==> src/sv/swlmf_pkg.sv <==
`timescale 1ns / 1ps
// ----------------------------------------------------------------------------
// swlmf_pkg
// shared widths, constants and the queue item type of the label mode filter
// ----------------------------------------------------------------------------
package swlmf_pkg;

  localparam int LABEL_W     = 4;
  localparam int COUNT_W     = 7;
  localparam int STAMP_W     = 8;
  localparam int WLEN_W      = 7;
  localparam int QUEUE_DEPTH = 4;
  localparam int QCNT_W      = $clog2(QUEUE_DEPTH + 1);

  localparam logic [WLEN_W-1:0] WLEN_RESET = 7'd60;

  typedef logic [LABEL_W-1:0] label_t;

  // one classified label on its way from the front to the back
  typedef struct packed {
    label_t label;
    logic   drop;
    label_t old_label;
  } item_t;

endpackage

==> src/sv/swlmf_ram.sv <==
`timescale 1ns / 1ps
// ----------------------------------------------------------------------------
// swlmf_ram
// generic single write port, single read port ram with registered read
// ----------------------------------------------------------------------------
module swlmf_ram #(
  parameter int WIDTH = 4,
  parameter int DEPTH = 64
) (
  input  logic                                      clk,
  input  logic                                      we,
  input  logic [((DEPTH > 1) ? $clog2(DEPTH) : 1)-1:0] waddr,
  input  logic [WIDTH-1:0]                          wdata,
  input  logic [((DEPTH > 1) ? $clog2(DEPTH) : 1)-1:0] raddr,
  output logic [WIDTH-1:0]                          rdata
);

  logic [WIDTH-1:0] mem [DEPTH];

  // read returns the old contents on a same-address write
  always_ff @(posedge clk) begin
    if (we) begin
      mem[waddr] <= wdata;
    end
    rdata <= mem[raddr];
  end

endmodule

==> src/sv/swlmf_front.sv <==
`timescale 1ns / 1ps
// ----------------------------------------------------------------------------
// swlmf_front
// accepts labels, keeps the label ring and decides which label leaves the window
// ----------------------------------------------------------------------------
module swlmf_front import swlmf_pkg::*; #(
  parameter int MAX_WINDOW  = 64,
  parameter int NUM_CLASSES = 16
) (
  input  logic              clk,
  input  logic              rst,
  input  logic              label_valid,
  input  label_t            label,
  output logic              label_stall,
  input  logic [WLEN_W-1:0] wlen,
  input  logic [QCNT_W-1:0] q_count,
  output logic              push,
  output item_t             push_item
);

  localparam int PTR_W  = (MAX_WINDOW > 1) ? $clog2(MAX_WINDOW) : 1;
  localparam int FILL_W = $clog2(MAX_WINDOW + 1);
  localparam int CMP_W  = ((FILL_W > WLEN_W) ? FILL_W : WLEN_W) + 1;
  localparam int SUM_W  = FILL_W + 2;
  localparam int LABELS = 2 ** LABEL_W;

  typedef logic [LABELS-1:0][LABEL_W-1:0] label_map_t;

  function automatic label_map_t build_label_map();
    label_map_t m;
    for (int i = 0; i < LABELS; i++) begin
      m[i] = LABEL_W'(i % NUM_CLASSES);
    end
    return m;
  endfunction

  localparam label_map_t LABEL_MAP = build_label_map();

  logic [PTR_W-1:0]  write_slot, write_slot_next, oldest_slot;
  logic [FILL_W-1:0] fill, fill_next;
  logic [CMP_W-1:0]  win_eff;
  logic [SUM_W-1:0]  oldest_sum, oldest_wrap;
  logic              drop, accept, space;
  label_t            lab, ram_rdata;
  logic              s1_valid, s1_drop;
  label_t            s1_label;

  always_comb begin
    lab = LABEL_MAP[label];
    if (wlen == '0) begin
      win_eff = CMP_W'(1);
    end else if (CMP_W'(wlen) > CMP_W'(MAX_WINDOW)) begin
      win_eff = CMP_W'(MAX_WINDOW);
    end else begin
      win_eff = CMP_W'(wlen);
    end
    drop = (CMP_W'(fill) + CMP_W'(1)) > win_eff;

    oldest_sum = SUM_W'(write_slot) + SUM_W'(MAX_WINDOW) - SUM_W'(fill);
    if (oldest_sum >= SUM_W'(MAX_WINDOW)) begin
      oldest_wrap = oldest_sum - SUM_W'(MAX_WINDOW);
    end else begin
      oldest_wrap = oldest_sum;
    end
    oldest_slot = PTR_W'(oldest_wrap);

    write_slot_next = (write_slot == PTR_W'(MAX_WINDOW - 1)) ? '0 : write_slot + PTR_W'(1);
    fill_next       = drop ? fill : fill + FILL_W'(1);

    // room for the item still in the read stage plus the new one
    space       = ((QCNT_W + 1)'(q_count) + (QCNT_W + 1)'(s1_valid)) <
                  (QCNT_W + 1)'(QUEUE_DEPTH);
    label_stall = !space;
    accept      = label_valid && space;
  end

  always_ff @(posedge clk) begin
    if (rst) begin
      write_slot <= '0;
      fill       <= '0;
      s1_valid   <= 1'b0;
    end else begin
      s1_valid <= accept;
      if (accept) begin
        write_slot <= write_slot_next;
        fill       <= fill_next;
      end
    end
  end

  always_ff @(posedge clk) begin
    if (accept) begin
      s1_label <= lab;
      s1_drop  <= drop;
    end
  end

  swlmf_ram #(
    .WIDTH (LABEL_W),
    .DEPTH (MAX_WINDOW)
  ) u_ring (
    .clk   (clk),
    .we    (accept),
    .waddr (write_slot),
    .wdata (lab),
    .raddr (oldest_slot),
    .rdata (ram_rdata)
  );

  assign push                = s1_valid;
  assign push_item.label     = s1_label;
  assign push_item.drop      = s1_drop;
  assign push_item.old_label = ram_rdata;

endmodule

==> src/sv/swlmf_queue.sv <==
`timescale 1ns / 1ps
// ----------------------------------------------------------------------------
// swlmf_queue
// short fifo of classified labels between front and back
// ----------------------------------------------------------------------------
module swlmf_queue import swlmf_pkg::*; (
  input  logic              clk,
  input  logic              rst,
  input  logic              push,
  input  item_t             push_item,
  input  logic              pop,
  output item_t             head_item,
  output logic [QCNT_W-1:0] count
);

  localparam int PTR_W = (QUEUE_DEPTH > 1) ? $clog2(QUEUE_DEPTH) : 1;

  item_t            slots [QUEUE_DEPTH];
  logic [PTR_W-1:0] rd_ptr, wr_ptr;

  assign head_item = slots[rd_ptr];

  always_ff @(posedge clk) begin
    if (rst) begin
      rd_ptr <= '0;
      wr_ptr <= '0;
      count  <= '0;
    end else begin
      if (push) begin
        wr_ptr <= (wr_ptr == PTR_W'(QUEUE_DEPTH - 1)) ? '0 : wr_ptr + PTR_W'(1);
      end
      if (pop) begin
        rd_ptr <= (rd_ptr == PTR_W'(QUEUE_DEPTH - 1)) ? '0 : rd_ptr + PTR_W'(1);
      end
      count <= count + QCNT_W'(push) - QCNT_W'(pop);
    end
  end

  always_ff @(posedge clk) begin
    if (push) begin
      slots[wr_ptr] <= push_item;
    end
  end

endmodule

==> src/sv/swlmf_back.sv <==
`timescale 1ns / 1ps
// ----------------------------------------------------------------------------
// swlmf_back
// per-class counts and recency, argmax tree and result register
// ----------------------------------------------------------------------------
module swlmf_back import swlmf_pkg::*; #(
  parameter int NUM_CLASSES = 16
) (
  input  logic               clk,
  input  logic               rst,
  input  logic [QCNT_W-1:0]  q_count,
  input  item_t              head_item,
  output logic               pop,
  output logic               result_valid,
  input  logic               result_stall,
  output label_t             smoothed_label,
  output logic [COUNT_W-1:0] winning_count
);

  localparam int CLS_W  = $clog2(NUM_CLASSES);
  localparam int LEVELS = CLS_W;
  localparam int LEAVES = 2 ** CLS_W;
  localparam int KEY_W  = COUNT_W + STAMP_W;

  logic [COUNT_W-1:0]   counts    [NUM_CLASSES];
  logic [COUNT_W-1:0]   cnt_next  [NUM_CLASSES];
  logic [STAMP_W-1:0]   last_seen [NUM_CLASSES];
  logic [STAMP_W-1:0]   seen_next [NUM_CLASSES];
  logic [STAMP_W-1:0]   frame_stamp;
  logic [NUM_CLASSES-1:0] hit_new, hit_old;
  logic [KEY_W-1:0]     tkey [LEVELS+1][LEAVES];
  logic [CLS_W-1:0]     tidx [LEVELS+1][LEAVES];
  logic [STAMP_W-1:0]   age;

  assign pop = (q_count != '0) && (!result_valid || !result_stall);

  always_comb begin
    tkey = '{default: '0};
    tidx = '{default: '0};
    age  = '0;
    for (int c = 0; c < NUM_CLASSES; c++) begin
      hit_new[c]   = (c == int'(head_item.label));
      hit_old[c]   = head_item.drop && (c == int'(head_item.old_label)) && (counts[c] != '0);
      cnt_next[c]  = counts[c] + COUNT_W'(hit_new[c]) - COUNT_W'(hit_old[c]);
      seen_next[c] = hit_new[c] ? frame_stamp : last_seen[c];
    end
    // key is count first, then newer beats older
    for (int c = 0; c < LEAVES; c++) begin
      tidx[0][c] = CLS_W'(c);
      if (c < NUM_CLASSES) begin
        age        = frame_stamp - seen_next[c];
        tkey[0][c] = {cnt_next[c], ~age};
      end
    end
    for (int l = 0; l < LEVELS; l++) begin
      for (int n = 0; n < LEAVES / 2; n++) begin
        if (n < (LEAVES >> (l + 1))) begin
          if (tkey[l][2*n+1] > tkey[l][2*n]) begin
            tkey[l+1][n] = tkey[l][2*n+1];
            tidx[l+1][n] = tidx[l][2*n+1];
          end else begin
            tkey[l+1][n] = tkey[l][2*n];
            tidx[l+1][n] = tidx[l][2*n];
          end
        end
      end
    end
  end

  always_ff @(posedge clk) begin
    if (rst) begin
      result_valid <= 1'b0;
      frame_stamp  <= '0;
      for (int c = 0; c < NUM_CLASSES; c++) begin
        counts[c]    <= '0;
        last_seen[c] <= '0;
      end
    end else begin
      if (pop) begin
        result_valid <= 1'b1;
        frame_stamp  <= frame_stamp + STAMP_W'(1);
        counts       <= cnt_next;
        last_seen    <= seen_next;
      end else if (!result_stall) begin
        result_valid <= 1'b0;
      end
    end
  end

  always_ff @(posedge clk) begin
    if (pop) begin
      smoothed_label <= LABEL_W'(tidx[LEVELS][0]);
      winning_count  <= tkey[LEVELS][0][KEY_W-1 -: COUNT_W];
    end
  end

endmodule

==> src/sv/sliding_window_label_mode_filter.sv <==
`timescale 1ns / 1ps
// ----------------------------------------------------------------------------
// sliding_window_label_mode_filter
// majority vote over the most recent class labels, ties to the newest class
// ----------------------------------------------------------------------------
// usage
//   label channel: label_valid / label_stall, one class code per transaction
//   result channel: result_valid / result_stall, smoothed_label and
//   winning_count, exactly one result transaction per label transaction
//   config channel: cfg_valid / cfg_ready with window_length, always ready;
//   write it only while no label is in flight
// path: a taken label passes the ring read stage and the queue; the back end
//   then pops it and registers its result
// throughput: one label per cycle while label_stall is low; the back end updates
//   all class counters and runs the argmax tree combinationally per transaction
// receiver stall: the result register holds; labels keep flowing into the
//   four-entry queue, and label_stall rises once the queue and the ring read
//   stage together hold four labels
// reset: window empty, all counts and recency stamps zero, window_length 60;
//   the label ring needs no clearing since only entries inside the window
//   are ever read
// ----------------------------------------------------------------------------
module sliding_window_label_mode_filter import swlmf_pkg::*; #(
  parameter int MAX_WINDOW  = 64,
  parameter int NUM_CLASSES = 16
) (
  input  logic               clk,
  input  logic               rst,
  // label input
  input  logic               label_valid,
  output logic               label_stall,
  input  logic [3:0]         label,
  // result output
  output logic               result_valid,
  input  logic               result_stall,
  output logic [3:0]         smoothed_label,
  output logic [6:0]         winning_count,
  // window length register
  input  logic               cfg_valid,
  output logic               cfg_ready,
  input  logic [6:0]         window_length
);

  logic [WLEN_W-1:0] wlen;
  logic [QCNT_W-1:0] q_count;
  logic              push, pop;
  item_t             push_item, head_item;

  // config register, taken on any cycle
  assign cfg_ready = 1'b1;

  always_ff @(posedge clk) begin
    if (rst) begin
      wlen <= WLEN_RESET;
    end else if (cfg_valid && cfg_ready) begin
      wlen <= window_length;
    end
  end

  // front: label ring, fill level, oldest-label lookup
  swlmf_front #(
    .MAX_WINDOW  (MAX_WINDOW),
    .NUM_CLASSES (NUM_CLASSES)
  ) u_front (
    .clk         (clk),
    .rst         (rst),
    .label_valid (label_valid),
    .label       (label),
    .label_stall (label_stall),
    .wlen        (wlen),
    .q_count     (q_count),
    .push        (push),
    .push_item   (push_item)
  );

  // decoupling queue
  swlmf_queue u_queue (
    .clk       (clk),
    .rst       (rst),
    .push      (push),
    .push_item (push_item),
    .pop       (pop),
    .head_item (head_item),
    .count     (q_count)
  );

  // back: counters, recency and winner selection
  swlmf_back #(
    .NUM_CLASSES (NUM_CLASSES)
  ) u_back (
    .clk            (clk),
    .rst            (rst),
    .q_count        (q_count),
    .head_item      (head_item),
    .pop            (pop),
    .result_valid   (result_valid),
    .result_stall   (result_stall),
    .smoothed_label (smoothed_label),
    .winning_count  (winning_count)
  );

endmodule
==> config.mk <==
export PLATFORM = sky130hd
export DESIGN_NAME = sliding_window_label_mode_filter
export DESIGN_NICKNAME = d
export VERILOG_FILES = /design/src/sv/swlmf_pkg.sv /design/src/sv/swlmf_ram.sv /design/src/sv/swlmf_front.sv /design/src/sv/swlmf_queue.sv /design/src/sv/swlmf_back.sv /design/src/sv/sliding_window_label_mode_filter.sv
export SDC_FILE = /design/constraint.sdc
export NUM_CORES = 2
export LEC_CHECK = 0
export BUFFER_PORTS_ARGS = -buffer_cell sky130_fd_sc_hd__buf_2
export CELL_PAD_IN_SITES_DETAIL_PLACEMENT = 0
export CELL_PAD_IN_SITES_GLOBAL_PLACEMENT = 2
export CORE_MARGIN = 2
export CORE_UTILIZATION = 45
export DETAILED_ROUTE_END_ITERATION = 12
export PLACE_DENSITY_LB_ADDON = 0.3
export REMOVE_ABC_BUFFERS = 1
export SLEW_MARGIN = 10
export SYNTH_ARGS = -nofsm -noshare
export SYNTH_HDL_FRONTEND = slang
export SYNTH_SLANG_ARGS = --single-unit
==> constraint.sdc <==
create_clock -name clk -period 24.2 [get_ports clk]
set_input_delay 7.26 -clock clk [delete_from_list [all_inputs] [get_ports clk]]
set_output_delay 7.26 -clock clk [all_outputs]
set_load 0.02 [all_outputs]
**Word level (Yosys, flattened, before mapping)**

Memories as Yosys holds them, arrays and structs flattened. A register that Yosys moved wholly into a read port is not among the register bits.
Index checks and enable logic that the tools add are counted.
W data, S select, Z words.

- RAM bits: 292
- Memories: 3
- Output and inout port bits: 14
- Bits in registers: 293
- Bits in read-only memories: 64
- Logic and storage cells: 299

Memory list:

| memory | depth | bits a word | read ports | clocked after Yosys merged registers in | wr ports | line | RTL |
|---|---|---|---|---|---|---|---|
| u_front.u_ring.mem | 64 | 4 | 1 | 1 | 1 | swlmf_ram.sv:18 | `logic [WIDTH-1:0] mem [DEPTH];` |
| (name not given) | 16 | 4 | 1 | 0 | 0 | swlmf_front.sv:49 | `lab = LABEL_MAP[label];` |
| u_queue.slots | 4 | 9 | 1 | 1 | 1 | swlmf_queue.sv:18 | `item_t slots [QUEUE_DEPTH];` |

- Multiplexer cells: 61
- Eq/ne operators: 34
- Magnitude comparators: 20
- Reductions and logical operators: 59
- Add/subtract/negate cells: 60
- Bitwise operators: 17

Operators by type and width:

| kind | count |
|---|---|
| $gt A15 B15 Y1 | 15 |
| $mux W15 | 15 |
| $mux W8 | 17 |
| $not A8 Y8 | 16 |
| $sub A8 B8 Y8 | 16 |
| $add A7 B1 Y7 | 16 |
| $reduce_bool A7 Y1 | 16 |
| $sub A7 B1 Y7 | 16 |
| $eq A4 B4 Y1 const A | 16 |
| $logic_and A1 B1 Y1 | 34 |
| $eq A3 B4 Y1 const A | 8 |
| $eq A2 B4 Y1 const A | 4 |
| $mux W2 | 8 |
| $mux W1 | 14 |
| $mux W6 | 2 |
| $ge A9 B7 Y1 const B | 1 |
| $sub A8 B7 Y9 | 1 |
| $add A6 B7 Y8 const B | 1 |
| $add A7 B1 Y8 const B | 1 |
| $add A8 B1 Y8 const B | 1 |
| $eq A1 B4 Y1 const A | 2 |
| $gt A8 B8 Y1 | 1 |
| $logic_not A4 Y1 | 2 |
| $mux W4 | 2 |
| 21 further kinds | 26 |

**Logic depth before layout (Yosys ltp)**

- Depth in word-level cells: 12
- Gate-level depth with buffers: 85
- Depth with buffers taken out: 74

**By module**

From an unflattened synthesis, not the netlist that was laid out.

- Cells, all modules: 4,780
- Area, all modules: 42,878.6 sq um

Modules (own cells, without submodules):

| module | area each (sq um) | cells an instance | instances |
|---|---|---|---|
| swlmf_back | 29,171.7 | 4,002 | 1 |
| swlmf_ram | 10,407.5 | 521 | 1 |
| swlmf_queue | 1,735.4 | 87 | 1 |
| swlmf_front | 1,291.2 | 146 | 1 |
| sliding_window_label_mode_filter | 272.8 | 24 | 1 |

**Worst setup path before layout**

OpenSTA, ideal clock, no wires.

- Path kind: reg2reg
- From: register u_back.frame_stamp[0]
- To: register u_back.winning_count[2], data pin
- Cell stages (with the launch flop): 76
- Required time: 23,945 ps
- Path slack: 10,269 ps
- Library setup time: 255 ps
- Data arrival time: 13,675 ps
- Cell sequence: dfxtp_1 -> inv_1 -> clkbuf_1 -> o21ai_0 -> ha_1 -> a21o_1 -> a21oi_1 -> o221a_2 -> o21ai_0 -> a21oi_1 -> o21ai_0 -> a21o_1 -> a21boi_0 -> o22ai_1 -> a21oi_1 -> xnor2_1 -> inv_1 -> ha_1 -> (+40 left out) -> buf_4 -> buf_2 -> nand2_1 -> o21ai_0 -> ha_1 -> nor2b_1 -> o21ai_0 -> nand2b_1 -> a21oi_1 -> nor2b_1 -> o21ai_0 -> nand2b_1 -> a21oi_1 -> nor2_1 -> o31ai_1 -> inv_1 -> clkbuf_1 -> a31o_1

RTL lines:

| element | line | RTL |
|---|---|---|
| from (decl) | swlmf_back.sv:29 | `logic [STAMP_W-1:0] frame_stamp;` |
| from (signal assigned) | swlmf_back.sv:81 | `frame_stamp <= frame_stamp + STAMP_W'(1);` |
| to (signal assigned) | swlmf_back.sv:93 | `winning_count <= tkey[LEVELS][0][KEY_W-1 -: COUNT_W];` |
| to (decl) | swlmf_back.sv:17 | `output logic [COUNT_W-1:0] winning_count` |

==> reports/summary.log <==
qor: run_status.run_status finished, final reports clean
qor: global_routing.grt_overflow_total 0
qor: die.top_level_ports 30
qor: finish.areaGrowthSynthToFinish 8.86%
qor: global_routing.global_route_wire_length_before_repair 194 mm
qor: die.chipHeight 313 um
qor: finish.fraction_of_final_layout_cells_with_drive_strength_greater_than_1 7.80%
qor: global_routing.grt.met2_usage 43.3%
qor: sta.max_slew_margin 19.9%
qor: route.routedWlPerCell 20.7 um
qor: worst_hold_path.hold_class reg2reg
qor: setup_path.required 24.69 ns
qor: yosys.yosys_register_bits 591
qor: setup_path.worst_r2r_path_depth 68
qor: clock_network.cts_resized 0
qor: clock_network.clk_latency 0.67 ns
qor: setup_path.timing.critical_path.to_type flop
qor: yosys.ys_top_cells_by_area edfxtp_1, dfxtp_1, ha_1
qor: route.detail_route.vias_per_cell 5.68
qor: sta.setup_viol 0
qor: sta.finalHoldViolations 0
qor: route.drt-total-wl 125 mm
qor: sta.setup_tns 0 ns
qor: job.max-cap-violations 0
qor: yosys.ys.flop_type edfxtp_1
qor: yosys.synth_area_leader_cell edfxtp_1
qor: die.floorplan.initialDensity 45.2%
qor: yosys.synthArstFlopShare 0%
qor: global_routing.global_route.usage.total 25.4%
qor: clock_network.cts_inserted_buffers 71
qor: route.routed-via-count 34300
qor: die.die_x 313 um
qor: worst_hold_path.whs_endpoint u_back.last_seen[120]$_SDFFE_PP0P_
qor: yosys.synth_cell_types 104
qor: global_routing.grt_antenna_before_repair 3
qor: die.placementRows 113
qor: yosys.synth_sequential_area_ratio 34.8%
qor: clock_network.cts_hold_repair.buffers 0
qor: setup_path.r2r_end u_back.smoothed_label[0]$_DFFE_PP_
qor: finish.antenna_cells_inserted 0
qor: setup_path.startpoint_type flop
qor: die.core_box_area 94700 sq um
qor: clock_network.clock_tree_from_tritoncts built
qor: sta.period_minus_slack 15.54 ns
qor: clock_network.clkSinkCount 591
qor: setup_path.timing.critical_path.arrival 16.03 ns
qor: worst_hold_path.hold-path-cell-count 2
qor: global_routing.globalRouteMet3Util 3.28%
qor: yosys.post_synthesis_instance_total 4792
qor: finish.final_nets 5171
qor: clock_network.cts.clk_slew.worst_paths 0.06 ns
qor: place.port_buffers 28
qor: sta.max_clock_freq 64.3 MHz
qor: setup_path.slowest_delay 0.81 ns
qor: global_routing.gr-max-usage-layer met2
qor: worst_hold_path.min_from u_back.last_seen[120]$_SDFFE_PP0P_
qor: yosys.ys.warnings.count 0
qor: sta.max_slew.worst_pin.slew 1.20 ns
qor: place.detailedPlacementHpwl 90.0 mm
qor: global_routing.globalRouteMet1Util 33.2%
qor: sta.fin_worst_skew 0.0220 ns
qor: yosys.postSynthAreaPerCell 8.94 sq um
qor: yosys.synth_top_cell_area_share 21.6%
qor: clock_network.cts_setup_buffers 0
qor: clock_network.clockBufferDepth 3
qor: sta.timing.final.max_slew_violations 0
qor: clock_network.htreeDepth 3
qor: sta.fin_crit_sh 64.2%
qor: route.number_of_drc_violations_after_detailed_routing 0
qor: route.drt_pre_antenna_iters 6
qor: route.initial_detailed_routing_violation_count 2399
qor: route.antenna_left 0
qor: setup_path.critPathSlowestCell nand2b_1
qor: place.place_congestion 0.897
qor: global_routing.grt_max_degree 90
qor: global_routing.grt_pass1_vias 33100
qor: die.dieArea 97700 sq um
qor: setup_path.worst-path-max-fanout 27
qor: setup_path.reg2reg_slack 8.66 ns
qor: clock_network.cts.root.buffer_cell clkbuf_16
qor: yosys.synth_enable_flop_cells 308
qor: sta.setup_repair_after_global_routing_missed_its_margin false
qor: yosys.mappedNetlistArea 42900 sq um
qor: setup_path.crit_type reg2reg
synthesized netlist by cell type, types with 19 or more instances:
master / n
nand2_1: 531
nand3_1: 74
o211ai_1: 36
maj3_1: 22
xor2_1: 93
a21o_1: 52
inv_1: 359
ha_1: 423
mux2_2: 36
clkbuf_1: 183
a21oi_1: 421
mux4_2: 89
a311oi_1: 25
nand2b_1: 83
o22ai_1: 30
buf_1: 27
o21a_1: 29
mux2i_1: 105
o21bai_1: 19
dfxtp_1: 283
xnor2_1: 168
nor3_1: 59
edfxtp_1: 308
nor2_1: 504
nand4_1: 32
nor2b_1: 83
o21ai_0: 241
a211oi_1: 100
sequential cells by signal, summed over array words and instances, names as in the netlist, named ones only:
| register | count |
|---|---|
| u_front.u_ring.rdata | 4 |
| u_back.smoothed_label | 4 |
| u_queue.rd_ptr | 2 |
| u_front.u_ring.mem | 256 |
| u_back.last_seen | 128 |
| u_front.fill | 7 |
| u_front.s1_drop | 1 |
| u_front.push | 1 |
| wlen | 7 |
| u_front.write_slot | 6 |
| u_front.s1_label | 4 |
| u_back.result_valid | 1 |
| u_back.counts | 112 |
| u_queue.count | 3 |
| u_queue.wr_ptr | 2 |
| u_back.winning_count | 7 |
| u_back.frame_stamp | 8 |
| u_queue.slots | 36 |
per-stage QoR:
stage | instance area [sq um] | util, % | setup slack [ns] | hold WS [ns] | instances
2_1_floorplan | 42000 | - | 9.63 | 0.431 | 4568
3_3_place_gp | 44100 | 46.6 | 8.91 | 0.443 | 5906
3_5_place_dp | 44100 | 46.6 | 8.79 | 0.447 | 5906
4_1_cts | 46700 | 49.3 | 8.75 | 0.456 | 6034
5_1_grt | 46700 | 49.3 | 7.33 | 0.473 | 6034
6_report | 46700 | 49.3 | 8.66 | 0.460 | 6034
worst max-delay path by stage:
stage                     slack (ns)         start                                  to
after floorplan                 9.63  result_stall         u_queue.count[2]$_SDFF_PP0_
after global placement          8.91          flop  u_back.smoothed_label[1]$_DFFE_PP_
after detailed placement        8.79          flop  u_back.smoothed_label[0]$_DFFE_PP_
after CTS                       8.75          flop  u_back.smoothed_label[0]$_DFFE_PP_
after global routing            7.33          flop  u_back.smoothed_label[0]$_DFFE_PP_
final                           8.66          flop  u_back.smoothed_label[0]$_DFFE_PP_
per-layer routing:
| metal | vias to the layer above | part of all wire [%] | routed length (um) |
|---|---|---|---|
| li1 | 17000 | - | - |
| met1 | 16400 | 45 | 55700 |
| met2 | 763 | 48 | 59500 |
| met3 | 199 | 4.4 | 5510 |
| met4 | 0 | 3.3 | 4110 |
| met5 | - | 0 | 0 |
worst max-delay path: cells and delay by family (launching register included):
family,cells,cell delay [ns]
simple gates,25,5.02
buf+inv,5,0.89
mux,2,1.07
flops,1,0.74
fa+ha+maj,7,2.15
xor+xnor,1,0.16
compound gates,28,5.29
logic make-up (layout without fill, tap and decap cells):
| kind of cell | Yosys count | count (layout) | share of synthesized area (%) |
|---|---|---|---|
| muxes | 230 | 230 | 8.07 |
| AOI/OAI and AO/OA | 1155 | 1155 | 17.0 |
| other | 1 | 1 | 0.00875 |
| xor gates and xnor gates | 261 | 261 | 5.33 |
| DFF | 591 | 591 | 34.8 |
| and+or+nand+nor | 1499 | 1499 | 15.8 |
| adders and majority gates | 463 | 463 | 13.7 |
| buffers and inverters | 592 | 569 | 5.28 |
layout by cell type (no fill, tap or decap), types with 11 or more instances in the layout:
cell type	n
nor4_1	14
mux2_2	36
ha_1	422
o21bai_1	19
nand4_1	32
o21a_1	29
o21ai_0	241
o22ai_1	30
a21boi_0	16
o211ai_1	36
maj3_1	22
buf_4	45
a211oi_1	100
buf_2	27
and3_1	13
nand3_1	74
a21o_1	51
and2_1	18
nand2b_1	83
nand2_1	531
o31ai_1	12
nor2b_1	83
bufinv_16	11
a21oi_1	420
mux2i_1	105
xnor2_1	167
clkbuf_16	72
dfxtp_1	276
inv_1	357
a221oi_1	13
fa_1	17
nor3_1	58
o2111ai_1	14
clkinv_1	12
a211o_1	16
nor2_1	504
a311oi_1	25
mux4_2	89
edfxtp_1	308
xor2_1	93
area by class of cell:
cell class,instances,area (sq um)
fillers,8972,48100
multi-input cells,3609,25700
flip-flops and latches,591,14900
clock buffers,86,1900
well taps,1265,1580
inverters,368,1390
clock inverters,42,627
repair buffers,73,488
Power is left out: the tool's default activity adds up to more than one toggle a clock period on the data nets, which glitch-free logic cannot reach.
